==> config.mk <==
export PLATFORM = sky130hd
export DESIGN_NAME = fir_decimate_by_four_core_flat
export DESIGN_NICKNAME = d
export VERILOG_FILES = /design/src/hw/rtl/fdf_pkg.sv /design/src/hw/rtl/fdf_if.sv /design/src/hw/rtl/fdf_mac.sv /design/src/hw/rtl/fir_decimate_by_four_core.sv /design/src/flat_wrapper.sv
export SDC_FILE = /design/constraint.sdc
export NUM_CORES = 2
export LEC_CHECK = 0
export ABC_CLOCK_PERIOD_IN_PS = 13360
export BUFFER_PORTS_ARGS = -buffer_cell sky130_fd_sc_hd__buf_4
export CAP_MARGIN = 20
export CELL_PAD_IN_SITES_DETAIL_PLACEMENT = 0
export CELL_PAD_IN_SITES_GLOBAL_PLACEMENT = 1
export CORE_MARGIN = 1.5
export CORE_UTILIZATION = 53
export DETAILED_ROUTE_END_ITERATION = 10
export GPL_ROUTABILITY_DRIVEN = 1
export PLACE_DENSITY_LB_ADDON = 0.1
export SYNTH_ARGS = -nofsm -noshare
export SYNTH_HDL_FRONTEND = slang
export SYNTH_SLANG_ARGS = --single-unit
export TNS_END_PERCENT = 50
==> constraint.sdc <==
create_clock -name clk_i -period 13.36 [get_ports clk_i]
set_clock_uncertainty 0.1 [all_clocks]
set_input_delay 2.672 -clock clk_i [delete_from_list [all_inputs] [get_ports clk_i]]
set_output_delay 2.672 -clock clk_i [all_outputs]
set_load 0.01 [all_outputs]
==> src/hw/rtl/fdf_pkg.sv <==
// Shared types, constants and the fixed low-pass kernel of the decimating FIR filter.
// Used by the channel interfaces, the serial MAC and the top level. No dependencies.

package fdf_pkg;

  // Field widths of the input and result items.
  localparam int SAMPLE_W = 16;
  localparam int COEFF_W  = 16;

  // Serial arithmetic: sample digits, one per cycle, most significant first.
  localparam int DIGIT_W    = 4;
  localparam int NUM_DIGITS = SAMPLE_W / DIGIT_W;
  localparam int DIG_CNT_W  = $clog2(NUM_DIGITS);

  // One full product, and the accumulator with room for the rounding offset.
  localparam int PROD_W = SAMPLE_W + COEFF_W;
  localparam int ACC_W  = 36;

  // Defaults of the top-level parameters.
  localparam int TAP_COUNT_DEF           = 49;
  localparam int DECIMATION_DEF          = 4;
  localparam int COEFF_FRACTION_BITS_DEF = 17;

  // Kernel table addressing. Taps past the table have a zero coefficient.
  localparam int KERNEL_LEN   = 49;
  localparam int KERNEL_IDX_W = $clog2(KERNEL_LEN);
  localparam int TAP_IDX_W    = 8;

  // Saturation limits of the 16-bit result, as magnitudes.
  localparam int SAT_POS_MAG = 32767;
  localparam int SAT_NEG_MAG = 32768;

  // Symmetric low-pass taps, each round(tap * 131072).
  localparam logic signed [COEFF_W-1:0] KERNEL [KERNEL_LEN] = '{
      16'sd113,    16'sd1318,   16'sd1332,   16'sd1489,   16'sd1141,   16'sd343,
      -16'sd682,   -16'sd1536,  -16'sd1803,  -16'sd1236,  16'sd71,     16'sd1656,
      16'sd2817,   16'sd2877,   16'sd1516,   -16'sd1004,  -16'sd3797,  -16'sd5589,
      -16'sd5138,  -16'sd1724,  16'sd4498,   16'sd12415,  16'sd20215,  16'sd25921,
      16'sd28012,
      16'sd25921,  16'sd20215,  16'sd12415,  16'sd4498,   -16'sd1724,  -16'sd5138,
      -16'sd5589,  -16'sd3797,  -16'sd1004,  16'sd1516,   16'sd2877,   16'sd2817,
      16'sd1656,   16'sd71,     -16'sd1236,  -16'sd1803,  -16'sd1536,  -16'sd682,
      16'sd343,    16'sd1141,   16'sd1489,   16'sd1332,   16'sd1318,   16'sd113
  };

  // Sequencer states of the top level.
  typedef enum logic [2:0] {
    ST_IDLE,
    ST_LOAD,
    ST_MAC,
    ST_FLUSH,
    ST_ROUND,
    ST_SAT
  } fdf_state_e;

  // Control of the serial multiply-accumulate unit.
  typedef struct packed {
    logic clear;        // zero the product and the accumulator
    logic step;         // process one sample digit
    logic first_digit;  // first digit of a tap: load the sample, retire the last product
    logic flush;        // retire the last product of the kernel
  } mac_ctrl_t;

  // Coefficient of one tap; zero beyond the tabulated kernel.
  function automatic logic signed [COEFF_W-1:0] tap_coeff(input logic [TAP_IDX_W-1:0] idx);
    logic signed [COEFF_W-1:0] c;
    c = '0;
    if (idx < TAP_IDX_W'(KERNEL_LEN)) begin
      c = KERNEL[idx[KERNEL_IDX_W-1:0]];
    end
    return c;
  endfunction

endpackage

==> src/hw/rtl/fdf_if.sv <==
// Valid/ready channel interfaces for the input samples and the filtered results.
// Depends on fdf_pkg for the field widths.

interface fdf_in_if;
  logic                                 valid;
  logic                                 ready;
  logic signed [fdf_pkg::SAMPLE_W-1:0]  sample;
  logic                                 block_start;

  modport source (output valid, output sample, output block_start, input ready);
  modport sink   (input valid, input sample, input block_start, output ready);
endinterface

interface fdf_out_if;
  logic                                 valid;
  logic                                 ready;
  logic signed [fdf_pkg::SAMPLE_W-1:0]  filtered_sample;
  logic                                 clipped;

  modport source (output valid, output filtered_sample, output clipped, input ready);
  modport sink   (input valid, input filtered_sample, input clipped, output ready);
endinterface

==> src/hw/rtl/fdf_mac.sv <==
// Digit-serial multiply-accumulate unit: one sample digit times one coefficient per cycle.
// Depends on fdf_pkg for widths and the control struct.

module fdf_mac (
  input  logic                                clk_i,
  input  fdf_pkg::mac_ctrl_t                  ctrl_i,
  input  logic signed [fdf_pkg::SAMPLE_W-1:0] sample_i,
  input  logic signed [fdf_pkg::COEFF_W-1:0]  coeff_i,
  output logic signed [fdf_pkg::ACC_W-1:0]    acc_o
);

  localparam int PP_W = fdf_pkg::COEFF_W + fdf_pkg::DIGIT_W + 1;

  logic        [fdf_pkg::SAMPLE_W-1:0] shift_q, shift_d;
  logic        [fdf_pkg::SAMPLE_W-1:0] src;
  logic signed [fdf_pkg::DIGIT_W:0]    digit;
  logic signed [PP_W-1:0]              part_prod;
  logic signed [fdf_pkg::PROD_W-1:0]   prod_q, prod_d;
  logic signed [fdf_pkg::ACC_W-1:0]    acc_q, acc_d;
  logic signed [fdf_pkg::ACC_W-1:0]    prod_ext;

  // The first digit of a tap comes straight from the sample; later ones from the shifter.
  assign src     = ctrl_i.first_digit ? sample_i : shift_q;
  assign shift_d = src << fdf_pkg::DIGIT_W;

  // The top digit carries the sign; the lower digits are unsigned.
  always_comb begin
    if (ctrl_i.first_digit) begin
      digit = {src[fdf_pkg::SAMPLE_W-1],
               src[fdf_pkg::SAMPLE_W-1 -: fdf_pkg::DIGIT_W]};
    end else begin
      digit = {1'b0, src[fdf_pkg::SAMPLE_W-1 -: fdf_pkg::DIGIT_W]};
    end
  end

  assign part_prod = coeff_i * digit;

  // Horner step over the digits of one product.
  always_comb begin
    if (ctrl_i.clear) begin
      prod_d = '0;
    end else if (ctrl_i.step) begin
      prod_d = (ctrl_i.first_digit ? fdf_pkg::PROD_W'(0) : (prod_q <<< fdf_pkg::DIGIT_W))
             + {{(fdf_pkg::PROD_W-PP_W){part_prod[PP_W-1]}}, part_prod};
    end else if (ctrl_i.flush) begin
      prod_d = '0;
    end else begin
      prod_d = prod_q;
    end
  end

  // A finished product is added while the next one starts.
  assign prod_ext = {{(fdf_pkg::ACC_W-fdf_pkg::PROD_W){prod_q[fdf_pkg::PROD_W-1]}}, prod_q};

  always_comb begin
    if (ctrl_i.clear) begin
      acc_d = '0;
    end else if ((ctrl_i.step && ctrl_i.first_digit) || ctrl_i.flush) begin
      acc_d = acc_q + prod_ext;
    end else begin
      acc_d = acc_q;
    end
  end

  always_ff @(posedge clk_i) begin
    shift_q <= shift_d;
    prod_q  <= prod_d;
    acc_q   <= acc_d;
  end

  assign acc_o = acc_q;

endmodule

==> src/hw/rtl/fir_decimate_by_four_core.sv <==
// Top level of the decimate-by-four low-pass FIR filter: staging, delay line, sequencer,
// rounding and the output register. Depends on fdf_pkg, fdf_if and fdf_mac.
//
//   Channel  Role    Payload                       Transfer
//   in_i     sink    sample, block_start           in_i.valid && in_i.ready
//   out_o    source  filtered_sample, clipped      out_o.valid && out_o.ready
//
// A sample that does not complete a group is only staged. A sample that completes a group
// starts the delay-line loading, then the multiply over all taps in the single 16x4-bit
// serial multiplier (four sample digits per tap), then the steps that retire, round and
// saturate; no new sample is taken until the sequencer is back in idle. Reset clears the
// delay line and the group count. A result waits in the output register while new samples
// are taken; only the final saturate step stalls when that register is still full.

module fir_decimate_by_four_core #(
  parameter int TAP_COUNT           = fdf_pkg::TAP_COUNT_DEF,
  parameter int DECIMATION          = fdf_pkg::DECIMATION_DEF,
  parameter int COEFF_FRACTION_BITS = fdf_pkg::COEFF_FRACTION_BITS_DEF
) (
  input  logic        clk_i,
  input  logic        rst_ni,
  fdf_in_if.sink      in_i,
  fdf_out_if.source   out_o
);

  localparam int TAP_W  = $clog2(TAP_COUNT);
  localparam int FILL_W = (DECIMATION > 1) ? $clog2(DECIMATION) : 1;
  localparam logic [fdf_pkg::ACC_W-1:0] HALF =
      fdf_pkg::ACC_W'(1) << (COEFF_FRACTION_BITS - 1);

  fdf_pkg::fdf_state_e state_q, state_d;

  logic signed [fdf_pkg::SAMPLE_W-1:0] dl_q    [TAP_COUNT];
  logic signed [fdf_pkg::SAMPLE_W-1:0] stage_q [DECIMATION];
  logic signed [fdf_pkg::SAMPLE_W-1:0] dl_tail;
  logic signed [fdf_pkg::COEFF_W-1:0]  coeff_q;
  logic signed [fdf_pkg::ACC_W-1:0]    acc;

  logic [FILL_W-1:0]             fill_q, fill_eff, load_cnt_q;
  logic [TAP_W-1:0]              tap_q;
  logic [fdf_pkg::DIG_CNT_W-1:0] dig_q;
  logic                          in_xfer, group_done, last_load, last_digit, last_tap;
  logic                          slot_free;

  logic                          dl_shift, stage_shift, coeff_first, coeff_next;
  logic                          round_en, out_load;
  fdf_pkg::mac_ctrl_t            mac_ctrl;

  logic        [fdf_pkg::ACC_W-1:0]    mag_q, mag_d, quot;
  logic                                neg_q;
  logic signed [fdf_pkg::SAMPLE_W-1:0] sat_val;
  logic                                sat_clip;

  logic                                out_valid_q, clipped_q;
  logic signed [fdf_pkg::SAMPLE_W-1:0] filtered_q;

  // Group tracking: block_start drops whatever was staged.
  assign in_xfer    = in_i.valid && in_i.ready;
  assign fill_eff   = in_i.block_start ? '0 : fill_q;
  assign group_done = (fill_eff == FILL_W'(DECIMATION - 1));
  assign last_load  = (load_cnt_q == FILL_W'(DECIMATION - 1));
  assign last_digit = (dig_q == fdf_pkg::DIG_CNT_W'(fdf_pkg::NUM_DIGITS - 1));
  assign last_tap   = (tap_q == TAP_W'(TAP_COUNT - 1));
  assign slot_free  = !out_valid_q || out_o.ready;

  // Next state.
  always_comb begin
    state_d = state_q;
    unique case (state_q)
      fdf_pkg::ST_IDLE: begin
        if (in_xfer && group_done) state_d = fdf_pkg::ST_LOAD;
      end
      fdf_pkg::ST_LOAD: begin
        if (last_load) state_d = fdf_pkg::ST_MAC;
      end
      fdf_pkg::ST_MAC: begin
        if (last_digit && last_tap) state_d = fdf_pkg::ST_FLUSH;
      end
      fdf_pkg::ST_FLUSH: state_d = fdf_pkg::ST_ROUND;
      fdf_pkg::ST_ROUND: state_d = fdf_pkg::ST_SAT;
      fdf_pkg::ST_SAT: begin
        if (slot_free) state_d = fdf_pkg::ST_IDLE;
      end
      default: state_d = fdf_pkg::ST_IDLE;
    endcase
  end

  // Sequencer outputs.
  always_comb begin
    in_i.ready  = 1'b0;
    dl_shift    = 1'b0;
    stage_shift = 1'b0;
    coeff_first = 1'b0;
    coeff_next  = 1'b0;
    round_en    = 1'b0;
    out_load    = 1'b0;
    mac_ctrl    = '0;
    unique case (state_q)
      fdf_pkg::ST_IDLE: in_i.ready = 1'b1;
      fdf_pkg::ST_LOAD: begin
        dl_shift       = 1'b1;
        stage_shift    = 1'b1;
        coeff_first    = 1'b1;
        mac_ctrl.clear = 1'b1;
      end
      fdf_pkg::ST_MAC: begin
        mac_ctrl.step        = 1'b1;
        mac_ctrl.first_digit = (dig_q == '0);
        dl_shift             = (dig_q == '0);
        coeff_next           = last_digit;
      end
      fdf_pkg::ST_FLUSH: mac_ctrl.flush = 1'b1;
      fdf_pkg::ST_ROUND: round_en = 1'b1;
      fdf_pkg::ST_SAT:   out_load = slot_free;
      default: ;
    endcase
  end

  // Control registers.
  always_ff @(posedge clk_i or negedge rst_ni) begin
    if (!rst_ni) begin
      state_q    <= fdf_pkg::ST_IDLE;
      fill_q     <= '0;
      load_cnt_q <= '0;
      tap_q      <= '0;
      dig_q      <= '0;
    end else begin
      state_q <= state_d;
      if (in_xfer) begin
        fill_q <= group_done ? '0 : fill_eff + FILL_W'(1);
      end
      if (state_q == fdf_pkg::ST_LOAD) begin
        load_cnt_q <= last_load ? '0 : load_cnt_q + FILL_W'(1);
      end
      if (state_q == fdf_pkg::ST_MAC) begin
        dig_q <= dig_q + fdf_pkg::DIG_CNT_W'(1);
        if (last_digit) begin
          tap_q <= last_tap ? '0 : tap_q + TAP_W'(1);
        end
      end
    end
  end

  // Staging of a partial group, drained oldest first into the delay line.
  always_ff @(posedge clk_i) begin
    if (in_xfer) begin
      stage_q[fill_eff] <= in_i.sample;
    end else if (stage_shift) begin
      for (int i = 0; i < DECIMATION - 1; i++) begin
        stage_q[i] <= stage_q[i + 1];
      end
    end
  end

  // Delay line: a push while loading, a full rotation over the taps while multiplying.
  assign dl_tail = (state_q == fdf_pkg::ST_LOAD) ? stage_q[0] : dl_q[0];

  always_ff @(posedge clk_i or negedge rst_ni) begin
    if (!rst_ni) begin
      for (int j = 0; j < TAP_COUNT; j++) begin
        dl_q[j] <= '0;
      end
    end else if (dl_shift) begin
      for (int j = 0; j < TAP_COUNT - 1; j++) begin
        dl_q[j] <= dl_q[j + 1];
      end
      dl_q[TAP_COUNT - 1] <= dl_tail;
    end
  end

  // Coefficient of the tap being multiplied, fetched one tap ahead.
  always_ff @(posedge clk_i) begin
    if (coeff_first) begin
      coeff_q <= fdf_pkg::tap_coeff('0);
    end else if (coeff_next) begin
      coeff_q <= fdf_pkg::tap_coeff(fdf_pkg::TAP_IDX_W'(tap_q) + fdf_pkg::TAP_IDX_W'(1));
    end
  end

  fdf_mac u_mac (
    .clk_i    (clk_i),
    .ctrl_i   (mac_ctrl),
    .sample_i (dl_q[0]),
    .coeff_i  (coeff_q),
    .acc_o    (acc)
  );

  // Rounding half away from zero works on the magnitude.
  assign mag_d = acc[fdf_pkg::ACC_W-1] ? (HALF - $unsigned(acc)) : ($unsigned(acc) + HALF);

  always_ff @(posedge clk_i) begin
    if (round_en) begin
      mag_q <= mag_d;
      neg_q <= acc[fdf_pkg::ACC_W-1];
    end
  end

  // Scale down and saturate to 16 bits.
  assign quot = mag_q >> COEFF_FRACTION_BITS;

  always_comb begin
    if (!neg_q) begin
      sat_clip = (quot > fdf_pkg::ACC_W'(fdf_pkg::SAT_POS_MAG));
      sat_val  = sat_clip ? fdf_pkg::SAMPLE_W'(fdf_pkg::SAT_POS_MAG)
                          : quot[fdf_pkg::SAMPLE_W-1:0];
    end else begin
      sat_clip = (quot > fdf_pkg::ACC_W'(fdf_pkg::SAT_NEG_MAG));
      sat_val  = sat_clip ? fdf_pkg::SAMPLE_W'(fdf_pkg::SAT_NEG_MAG)
                          : fdf_pkg::SAMPLE_W'(fdf_pkg::SAMPLE_W'(0) - quot[fdf_pkg::SAMPLE_W-1:0]);
    end
  end

  // Output register: holds a result until its transfer.
  always_ff @(posedge clk_i or negedge rst_ni) begin
    if (!rst_ni) begin
      out_valid_q <= 1'b0;
    end else if (out_load) begin
      out_valid_q <= 1'b1;
    end else if (out_o.ready) begin
      out_valid_q <= 1'b0;
    end
  end

  always_ff @(posedge clk_i) begin
    if (out_load) begin
      filtered_q <= sat_val;
      clipped_q  <= sat_clip;
    end
  end

  assign out_o.valid           = out_valid_q;
  assign out_o.filtered_sample = filtered_q;
  assign out_o.clipped         = clipped_q;

  // A sample that completes a group always starts the delay-line load.
  assert property (@(posedge clk_i) disable iff (!rst_ni)
      (in_xfer && group_done) |=> (state_q == fdf_pkg::ST_LOAD))
    else $error("Completed group did not start the load.");

  // A pending result is never overwritten.
  assert property (@(posedge clk_i) disable iff (!rst_ni)
      (state_q == fdf_pkg::ST_SAT && out_valid_q && !out_o.ready) |=>
      (state_q == fdf_pkg::ST_SAT && out_valid_q))
    else $error("Result written over a pending output.");

  // The group count stays below the decimation factor.
  assert property (@(posedge clk_i) disable iff (!rst_ni)
      fill_q <= FILL_W'(DECIMATION - 1))
    else $error("Group count out of range.");

  // Each multiply pass ends with the tap and digit counters back at zero.
  assert property (@(posedge clk_i) disable iff (!rst_ni)
      (state_q == fdf_pkg::ST_FLUSH) |-> (tap_q == '0 && dig_q == '0))
    else $error("Tap sequence ended out of step.");

endmodule
==> src/flat_wrapper.sv <==
// flat-port wrapper written by rule: the top's interface ports become plain ports
module fir_decimate_by_four_core_flat 
#(
  parameter int TAP_COUNT           = fdf_pkg::TAP_COUNT_DEF,
  parameter int DECIMATION          = fdf_pkg::DECIMATION_DEF,
  parameter int COEFF_FRACTION_BITS = fdf_pkg::COEFF_FRACTION_BITS_DEF
)
  (clk_i, rst_ni, in_i_valid, in_i_sample, in_i_block_start, in_i_ready, out_o_valid, out_o_filtered_sample, out_o_clipped, out_o_ready);
  fdf_in_if in_i_i ();
  fdf_out_if out_o_i ();
  input  logic clk_i;
  input  logic rst_ni;
  input wire logic [$bits(in_i_i.valid)-1:0] in_i_valid;
  input wire logic [$bits(in_i_i.sample)-1:0] in_i_sample;
  input wire logic [$bits(in_i_i.block_start)-1:0] in_i_block_start;
  output wire logic [$bits(in_i_i.ready)-1:0] in_i_ready;
  output wire logic [$bits(out_o_i.valid)-1:0] out_o_valid;
  output wire logic [$bits(out_o_i.filtered_sample)-1:0] out_o_filtered_sample;
  output wire logic [$bits(out_o_i.clipped)-1:0] out_o_clipped;
  input wire logic [$bits(out_o_i.ready)-1:0] out_o_ready;
  assign in_i_i.valid = in_i_valid;
  assign in_i_i.sample = in_i_sample;
  assign in_i_i.block_start = in_i_block_start;
  assign in_i_ready = in_i_i.ready;
  assign out_o_valid = out_o_i.valid;
  assign out_o_filtered_sample = out_o_i.filtered_sample;
  assign out_o_clipped = out_o_i.clipped;
  assign out_o_i.ready = out_o_ready;
  fir_decimate_by_four_core #(.TAP_COUNT(TAP_COUNT), .DECIMATION(DECIMATION), .COEFF_FRACTION_BITS(COEFF_FRACTION_BITS)) u_core (.clk_i(clk_i), .rst_ni(rst_ni), .in_i(in_i_i), .out_o(out_o_i));
endmodule
; ---- Yosys cells after proc, flatten, opt, wreduce, memory -nomap -nowiden
; Memories as Yosys holds them, arrays and structs flattened.
; Cells that the tools add are included.
[word_totals]
romBits = 1024
word_cells = 150
input_bits = 21
reg_bits = 950
memories = 2
latchBits = 0
output_inout_bits = 19
ram_bits = 64
[memory_table]
columns = name, words, word_bits, rd, rd_clocked_by_memory_dff, write_ports, line_no
row1 = (no name shown), 64, 16, 1, 0, 0, fdf_pkg.sv:69  ; c = KERNEL[idx[KERNEL_IDX_W-1:0]];
row2 = u_core.stage_q, 4, 16, 4, 0, 3, fir_decimate_by_four_core.sv:34  ; logic signed [fdf_pkg::SAMPLE_W-1:0] stage_q [DECIMATION];
[classes]
mux = 41
eq_ne = 13
addsub = 10
mul = 1
bitwise_logic = 1
n_shift = 0
order_cmp = 4
n_reduce_logical = 14
div_mod_pow = 0
[op_table]
columns = operator, count
row1 = two-way mux 16 bit, 9
row2 = two-way mux 32 bit, 3
row3 = adder 36 x 17 -> 36 bit (second input constant), 1
row4 = adder 36 x 32 -> 36 bit, 1
row5 = two-way mux 36 bit, 1
row6 = subtractor 17 x 36 -> 36 bit (first input constant), 1
row7 = adder 32 bit, 1
row8 = multiplier 16 x 5 -> 21 bit, 1
row9 = greater-than comparator 19 x 15 -> 1 bit (second input constant), 1
row10 = greater-than comparator 19 x 16 -> 1 bit (second input constant), 1
row11 = case mux 3 bit (6 select lines), 1
row12 = OR reduction 16 bit, 1
row13 = subtractor 1 x 16 -> 16 bit (first input constant), 1
row14 = two-way mux 1 bit, 15
row15 = two-way mux 3 bit, 4
row16 = two-way mux 2 bit, 5
row17 = < comparator 8 x 6 -> 1 bit (second input constant), 1
row18 = != test 2 x 1 -> 1 bit (second input constant), 4
row19 = adder 6 x 1 -> 7 bit (second input constant), 1
row20 = greater-or-equal comparator 7 bit (second input constant), 1
row21 = inverter 6 -> 7 bit, 1
row22 = adder 2 x 1 -> 2 bit (second input constant), 3
row23 = adder 6 x 1 -> 6 bit (second input constant), 1
row24 = equality test 2 bit (second input constant), 3
row25 = 15 further kinds, 22

; ---- Longest topological paths before layout
[logic_depth]
word_depth = 7
depth_mapped = 38

; ---- By module
; From an unflattened synthesis, not the netlist that was laid out.
[hier_totals]
cells_unflattened = 3656
hier_area_um2 = 45471.1
[by_module_without_submodules]
columns = module, area_each_um2, n_inst, cells_per_inst
row1 = fir_decimate_by_four_core, 36595.1, 1, 2545
row2 = fdf_mac, 8876.0, 1, 1111

; ---- Worst setup path after synthesis
; OpenSTA, ideal clock, no wires.
[synth_timing]
path_kind = reg-to-reg
start = register u_core.state_q[1]
end = register u_core.u_mac.prod_q[30] in the netlist's numbering
path_buffers = 3
period_less_slack_ns = 8.645
stages_incl_launch_ff = 37
arrival_ns = 8.428
setup_slack_ns = 4.715
path_cell_list = dfrtp_1 clkbuf_1 nor3b_1 and2_1 clkbuf_1 nand2_1 a21boi_0 clkbuf_1 nand2b_1 fa_1 fa_1 fa_1 inv_1 fa_1 a21o_1 a21oi_1 o21bai_1 a21oi_1 o21bai_1 a21oi_1 o21bai_1 a2111o_1 a31o_2 a21oi_1 xnor2_1 ha_1 nand3_1 o22ai_1 nor2_1 a21boi_0 a211oi_1 mux2i_1 a221oi_1 o221a_2 o211a_1 or3_1 a32o_1
[synth_via]
elab_chain_cells = 7
word_cells_on_any_way = 13
[synth_lines]
columns = element, line_no
row1 = start: declaration, fir_decimate_by_four_core.sv:31  ; fdf_pkg::fdf_state_e state_q, state_d;
row2 = start signal: assignment, fir_decimate_by_four_core.sv:122  ; state_q <= fdf_pkg::ST_IDLE;
row3 = start signal: assignment, fir_decimate_by_four_core.sv:128  ; state_q <= state_d;
row4 = equality test 3 x 2 -> 1 bit, fir_decimate_by_four_core.sv:98  ; unique case (state_q)
row5 = two-way mux 2 bit, fir_decimate_by_four_core.sv:98
row6 = two-way mux 16 bit, fdf_mac.sv:23  ; assign src = ctrl_i.first_digit ? sample_i : shift_q;
row7 = two-way mux 5 bit, fdf_mac.sv:28  ; if (ctrl_i.first_digit) begin
row8 = multiplier 16 x 5 -> 21 bit, fdf_mac.sv:36  ; assign part_prod = coeff_i * digit;
row9 = adder 32 bit, fdf_mac.sv:44  ; + {{(fdf_pkg::PROD_W-PP_W){part_prod[PP_W-1]}}, part_prod};
row10 = two-way mux 32 bit, fdf_mac.sv:42  ; end else if (ctrl_i.step) begin
row11 = end signal: assignment, fdf_mac.sv:67  ; prod_q <= prod_d;
row12 = end: declaration, fdf_mac.sv:18  ; logic signed [fdf_pkg::PROD_W-1:0] prod_q, prod_d;
; Parallel ways exist; a longest one is shown, timed or not.
; A chain may end at the register's enable or synchronous reset.

; ---- Worst setup path after layout
[layout_timing]
start = register u_core.dig_q[0] in the netlist's numbering
end = register u_core.u_mac.prod_q[30] in the netlist's numbering
[layout_via]
elab_chain_cells = 7
word_cells_on_any_way = 8
[layout_lines]
columns = element, line_no
row1 = start: declaration, fir_decimate_by_four_core.sv:41  ; logic [fdf_pkg::DIG_CNT_W-1:0] dig_q;
row2 = start signal: assignment, fir_decimate_by_four_core.sv:136  ; dig_q <= dig_q + fdf_pkg::DIG_CNT_W'(1);
row3 = zero test 2 bit (*), fir_decimate_by_four_core.sv:108  ; mac_ctrl.first_digit = (dig_q == '0);
row4 = two-way mux 2 bit (*), fir_decimate_by_four_core.sv:98
row5 = two-way mux 16 bit, fdf_mac.sv:23
row6 = two-way mux 5 bit, fdf_mac.sv:28
row7 = multiplier 16 x 5 -> 21 bit, fdf_mac.sv:36
row8 = adder 32 bit (*), fdf_mac.sv:44
row9 = two-way mux 32 bit (*), fdf_mac.sv:42
; Every way passes the cells marked *; elsewhere a longest branch is shown, timed or not.

==> impl_results.md <==
* DRT antenna net count at 0
* Combinational share of power at 19.9%
* Post-synth EDFFs at 101
* Hold endpoint: u_core.u_mac.shift_q[8]$_DFF_P_
* Worst Tran Pin Value at 1.20 ns
* Pint at 5.56 mW
* Cell Rows at 106
* RSZ-0062 raised after global routing: no
* Final setup TNS at 0 ns
* Vias per inst at 5.12
* Overall routed net length at 91.2 mm
* Vias in the first global route at about 31000
* Clock share of power at around 36%
* P_leak at 26.6 nW
* Number of top-level pins at 40
* Worst-Skew Late Latency at 0.67 ns
* Global-route wire length before repair at 156 mm
* Post-synthesis register bit count at ~1000
* Antenna diodes at 0
* Fin area at roughly 50000 um2
* # hold bufs at CTS at 0
* Reg2Reg Setup Slack at 3.38 ns
* Placed cell area at 46300 um2
* Worst hold path class: flop to flop
* Element type at the critical path start: flop
* Post-DP HPWL at 56.1 mm
* Routed WL per cell at around 14 um
* HP Start: u_core.u_mac.shift_q[4]$_SDFF_PN0_
* Max FO, Critical Path at 18
* Chip height at 295 um
* Sequential share of power at 44.0%
* Cells after synthesis at 5192
* Total gr overflow at 0
* Die area at 86900 um2
* Clock buffer depth at 3
* CP required at between 10 and 15 ns
* Number of max-slew violations in the final report at 0
* Global-route usage over all layers at a little over a fifth
* Starting DRC count in detailed routing at 2400
* Synthesized Nets at 5383
* Yosys warnings at 0
* Ys flop type: dfrtp_1
* Met3 Use GR at between 3 and 4%
* Fin crit period at roughly 10 ns
* Largest stage delay, worst path at 0.66 ns
* R2r endpoint: u_core.u_mac.prod_q[30]$_SDFFE_PP0P_
* Die extent in x at 295 um
* P_sw at 2.75 mW
* Max-cap violations at 0
* PD cells at 167 nW/um2
* Grt met1 use at 31.1%
* Max Fclk at 100 MHz
* Core area at ~84000 um2
* Peak VDD IR at 0.151 mV
* CTS Sinks at approximately 1000
* TritonRoute pass-1 iters at 7
* PortBufs at 39
* Reg2reg path depth at 35
* Reg clk slew, reported paths at 0.06 ns
* Sw frac at 33.1%
* PostCTS Resize Cnt at 0
* Initial antenna violation count at 4
* Routability cong. at 0.865
* Register area share after synthesis at 55.3%
* Setup Viol. Count Final at 0
* Pin count of the biggest net entering global routing at 245
* Crit-path slowest cell: and2_1
* Total CTS buffers at 105
* Final-report hold violation count at 0
* Setup bufs post-CTS at 0
* Met2 GRT Util at between 30% and 40%
* Hold Path Stages at 2
* Clock root buffer: clkbuf_16
* Status: completed
* H-tree depth at 3
* Max_slew headroom at 20.2%
* Area Overhead vs Synth at 10.6%
* Most frequent cells in the layout: nand2_1, dfrtp_1, inv_1
* Synth unique cells at 74
* CP Class: flop to flop
* DRC at 0
* Crit Reg-Reg Startpoint: u_core.dig_q[0]$_DFFE_PN0P_
* FFs w/ async S/R, synth at 80.2%
* Arrival @ worst endpoint at 10.43 ns
* Initial Util at a little over half
* Layout cells sized above 1 at 5.23%
* Worst Setup End Kind: flop
* Layout Nets at 5303
* Mapped cell area at 45100 um2
* Post-route clock period utilization at 74.7%
* Syn avg cell area at about 8.7 um2
* CTS tree: yes
* Most used routing layer: met2
* Via count at 32400
* Commonest non-fill, non-tap cell in the layout: nand2_1
==> logic make-up (layout without fill, tap and decap cells) <==
logic type / count (synthesis) / count (layout) / share of synthesized area (%)
AO/OA/AOI/OAI: 500 / 500 / 7.10
XOR/XNOR: 99 / 99 / 1.92
adder cells (fa/ha/maj): 170 / 170 / 5.58
buffers and inverters: 417 / 424 / 3.50
flip-flops: 997 / 997 / 55.3
multiplexers: 8 / 8 / 0.186
AND/OR/NAND/NOR: 3001 / 3001 / 26.4
==> flip-flops by register name (all words and copies together) (netlist names) <==
name                          count
u_core.mag_q                     19
u_core.fill_q                     2
u_core.dig_q                      2
u_core.out_o.filtered_sample     16
u_core.dl_q                     784
u_core.u_mac.prod_q              32
u_core.neg_q                      1
u_core.u_mac.acc_o               36
u_core.coeff_q                   16
u_core.state_q                    3
u_core.u_mac.shift_q             12
u_core.tap_q                      6
u_core.out_o.clipped              1
u_core.stage_q                   64
u_core.out_o.valid                1
u_core.load_cnt_q                 2
==> cell usage after synthesis, types with 64 or more instances <==
cell	n	area (um2)
nand2_1	2629	9870
dfrtp_1	800	20000
clkbuf_1	252	946
inv_1	151	567
a21oi_1	148	741
ha_1	118	1480
o21ai_0	118	591
nor2_1	102	383
edfxtp_1	101	3030
dfxtp_1	96	1920
nor2b_1	72	450
xnor2_1	64	561
==> worst max-delay path, delay by kind of cell (launching register included) <==
kind            cells  cell delay, ns
compound gates     18            3.88
xor+xnor            1            0.16
fa+ha+maj           6            2.70
buf+inv             3            0.37
flops               1            0.39
mux                 1            0.25
simple gates        6            1.97
==> layer usage <==
| metal | wire length (um) | share of wire (%) | vias up |
|---|---|---|---|
| li1 | - | - | 16300 |
| met1 | 44100 | 48 | 15500 |
| met2 | 41100 | 45 | 443 |
| met3 | 4050 | 4.4 | 130 |
| met4 | 1890 | 2.1 | 4 |
| met5 | 27 | 0.030 | - |
==> power by group through the flow <==
stage          clock (mW)  combinational (mW)  sequential, mW
4_1_cts              3.08                1.69            3.66
5_1_grt              3.20                1.90            3.70
3_3_place_gp            0                1.68            3.71
2_1_floorplan           0                1.35            3.66
6_report             3.00                1.66            3.66
3_5_place_dp            0                1.69            3.71
==> per-stage QoR <==
stage / cells / power (mW) / worst slack, ns / util, % / hold WS (ns)
after global placement: 6139 / 5.38 / 3.53 / 55.1 / 0.310
after detailed placement: 6139 / 5.40 / 3.37 / 55.1 / 0.311
after floorplan: 5192 / 5.01 / 4.71 / - / 0.299
after global routing: 6333 / 8.80 / 2.55 / 59.4 / 0.352
final: 6333 / 8.31 / 3.38 / 59.4 / 0.329
after CTS: 6333 / 8.43 / 3.33 / 59.4 / 0.327
==> worst max path at each step <==
stage	cells after the start	start	endpoint	slack, ns
2_1_floorplan	36	u_core.state_q[1]$_DFFE_PN0P_	u_core.u_mac.prod_q[30]$_SDFFE_PP0P_	4.71
3_3_place_gp	34	u_core.state_q[2]$_DFFE_PN0P_	u_core.u_mac.prod_q[30]$_SDFFE_PP0P_	3.53
4_1_cts	35	u_core.dig_q[0]$_DFFE_PN0P_	u_core.u_mac.prod_q[30]$_SDFFE_PP0P_	3.33
6_report	35	u_core.dig_q[0]$_DFFE_PN0P_	u_core.u_mac.prod_q[30]$_SDFFE_PP0P_	3.38
3_5_place_dp	35	u_core.dig_q[0]$_DFFE_PN0P_	u_core.u_mac.prod_q[30]$_SDFFE_PP0P_	3.37
5_1_grt	35	u_core.dig_q[0]$_DFFE_PN0P_	u_core.u_mac.prod_q[30]$_SDFFE_PP0P_	2.55
==> final cells by class <==
| type | instances | area [um2] |
|---|---|---|
| fill | 7626 | 34100 |
| sequential | 997 | 25000 |
| multi-input combinational | 3778 | 18600 |
| clock buffer | 163 | 3210 |
| tap | 1134 | 1420 |
| timing repair buffer | 78 | 656 |
| inverter | 152 | 571 |
| clock inverter | 31 | 419 |
Power figures use the tool's default switching activity.
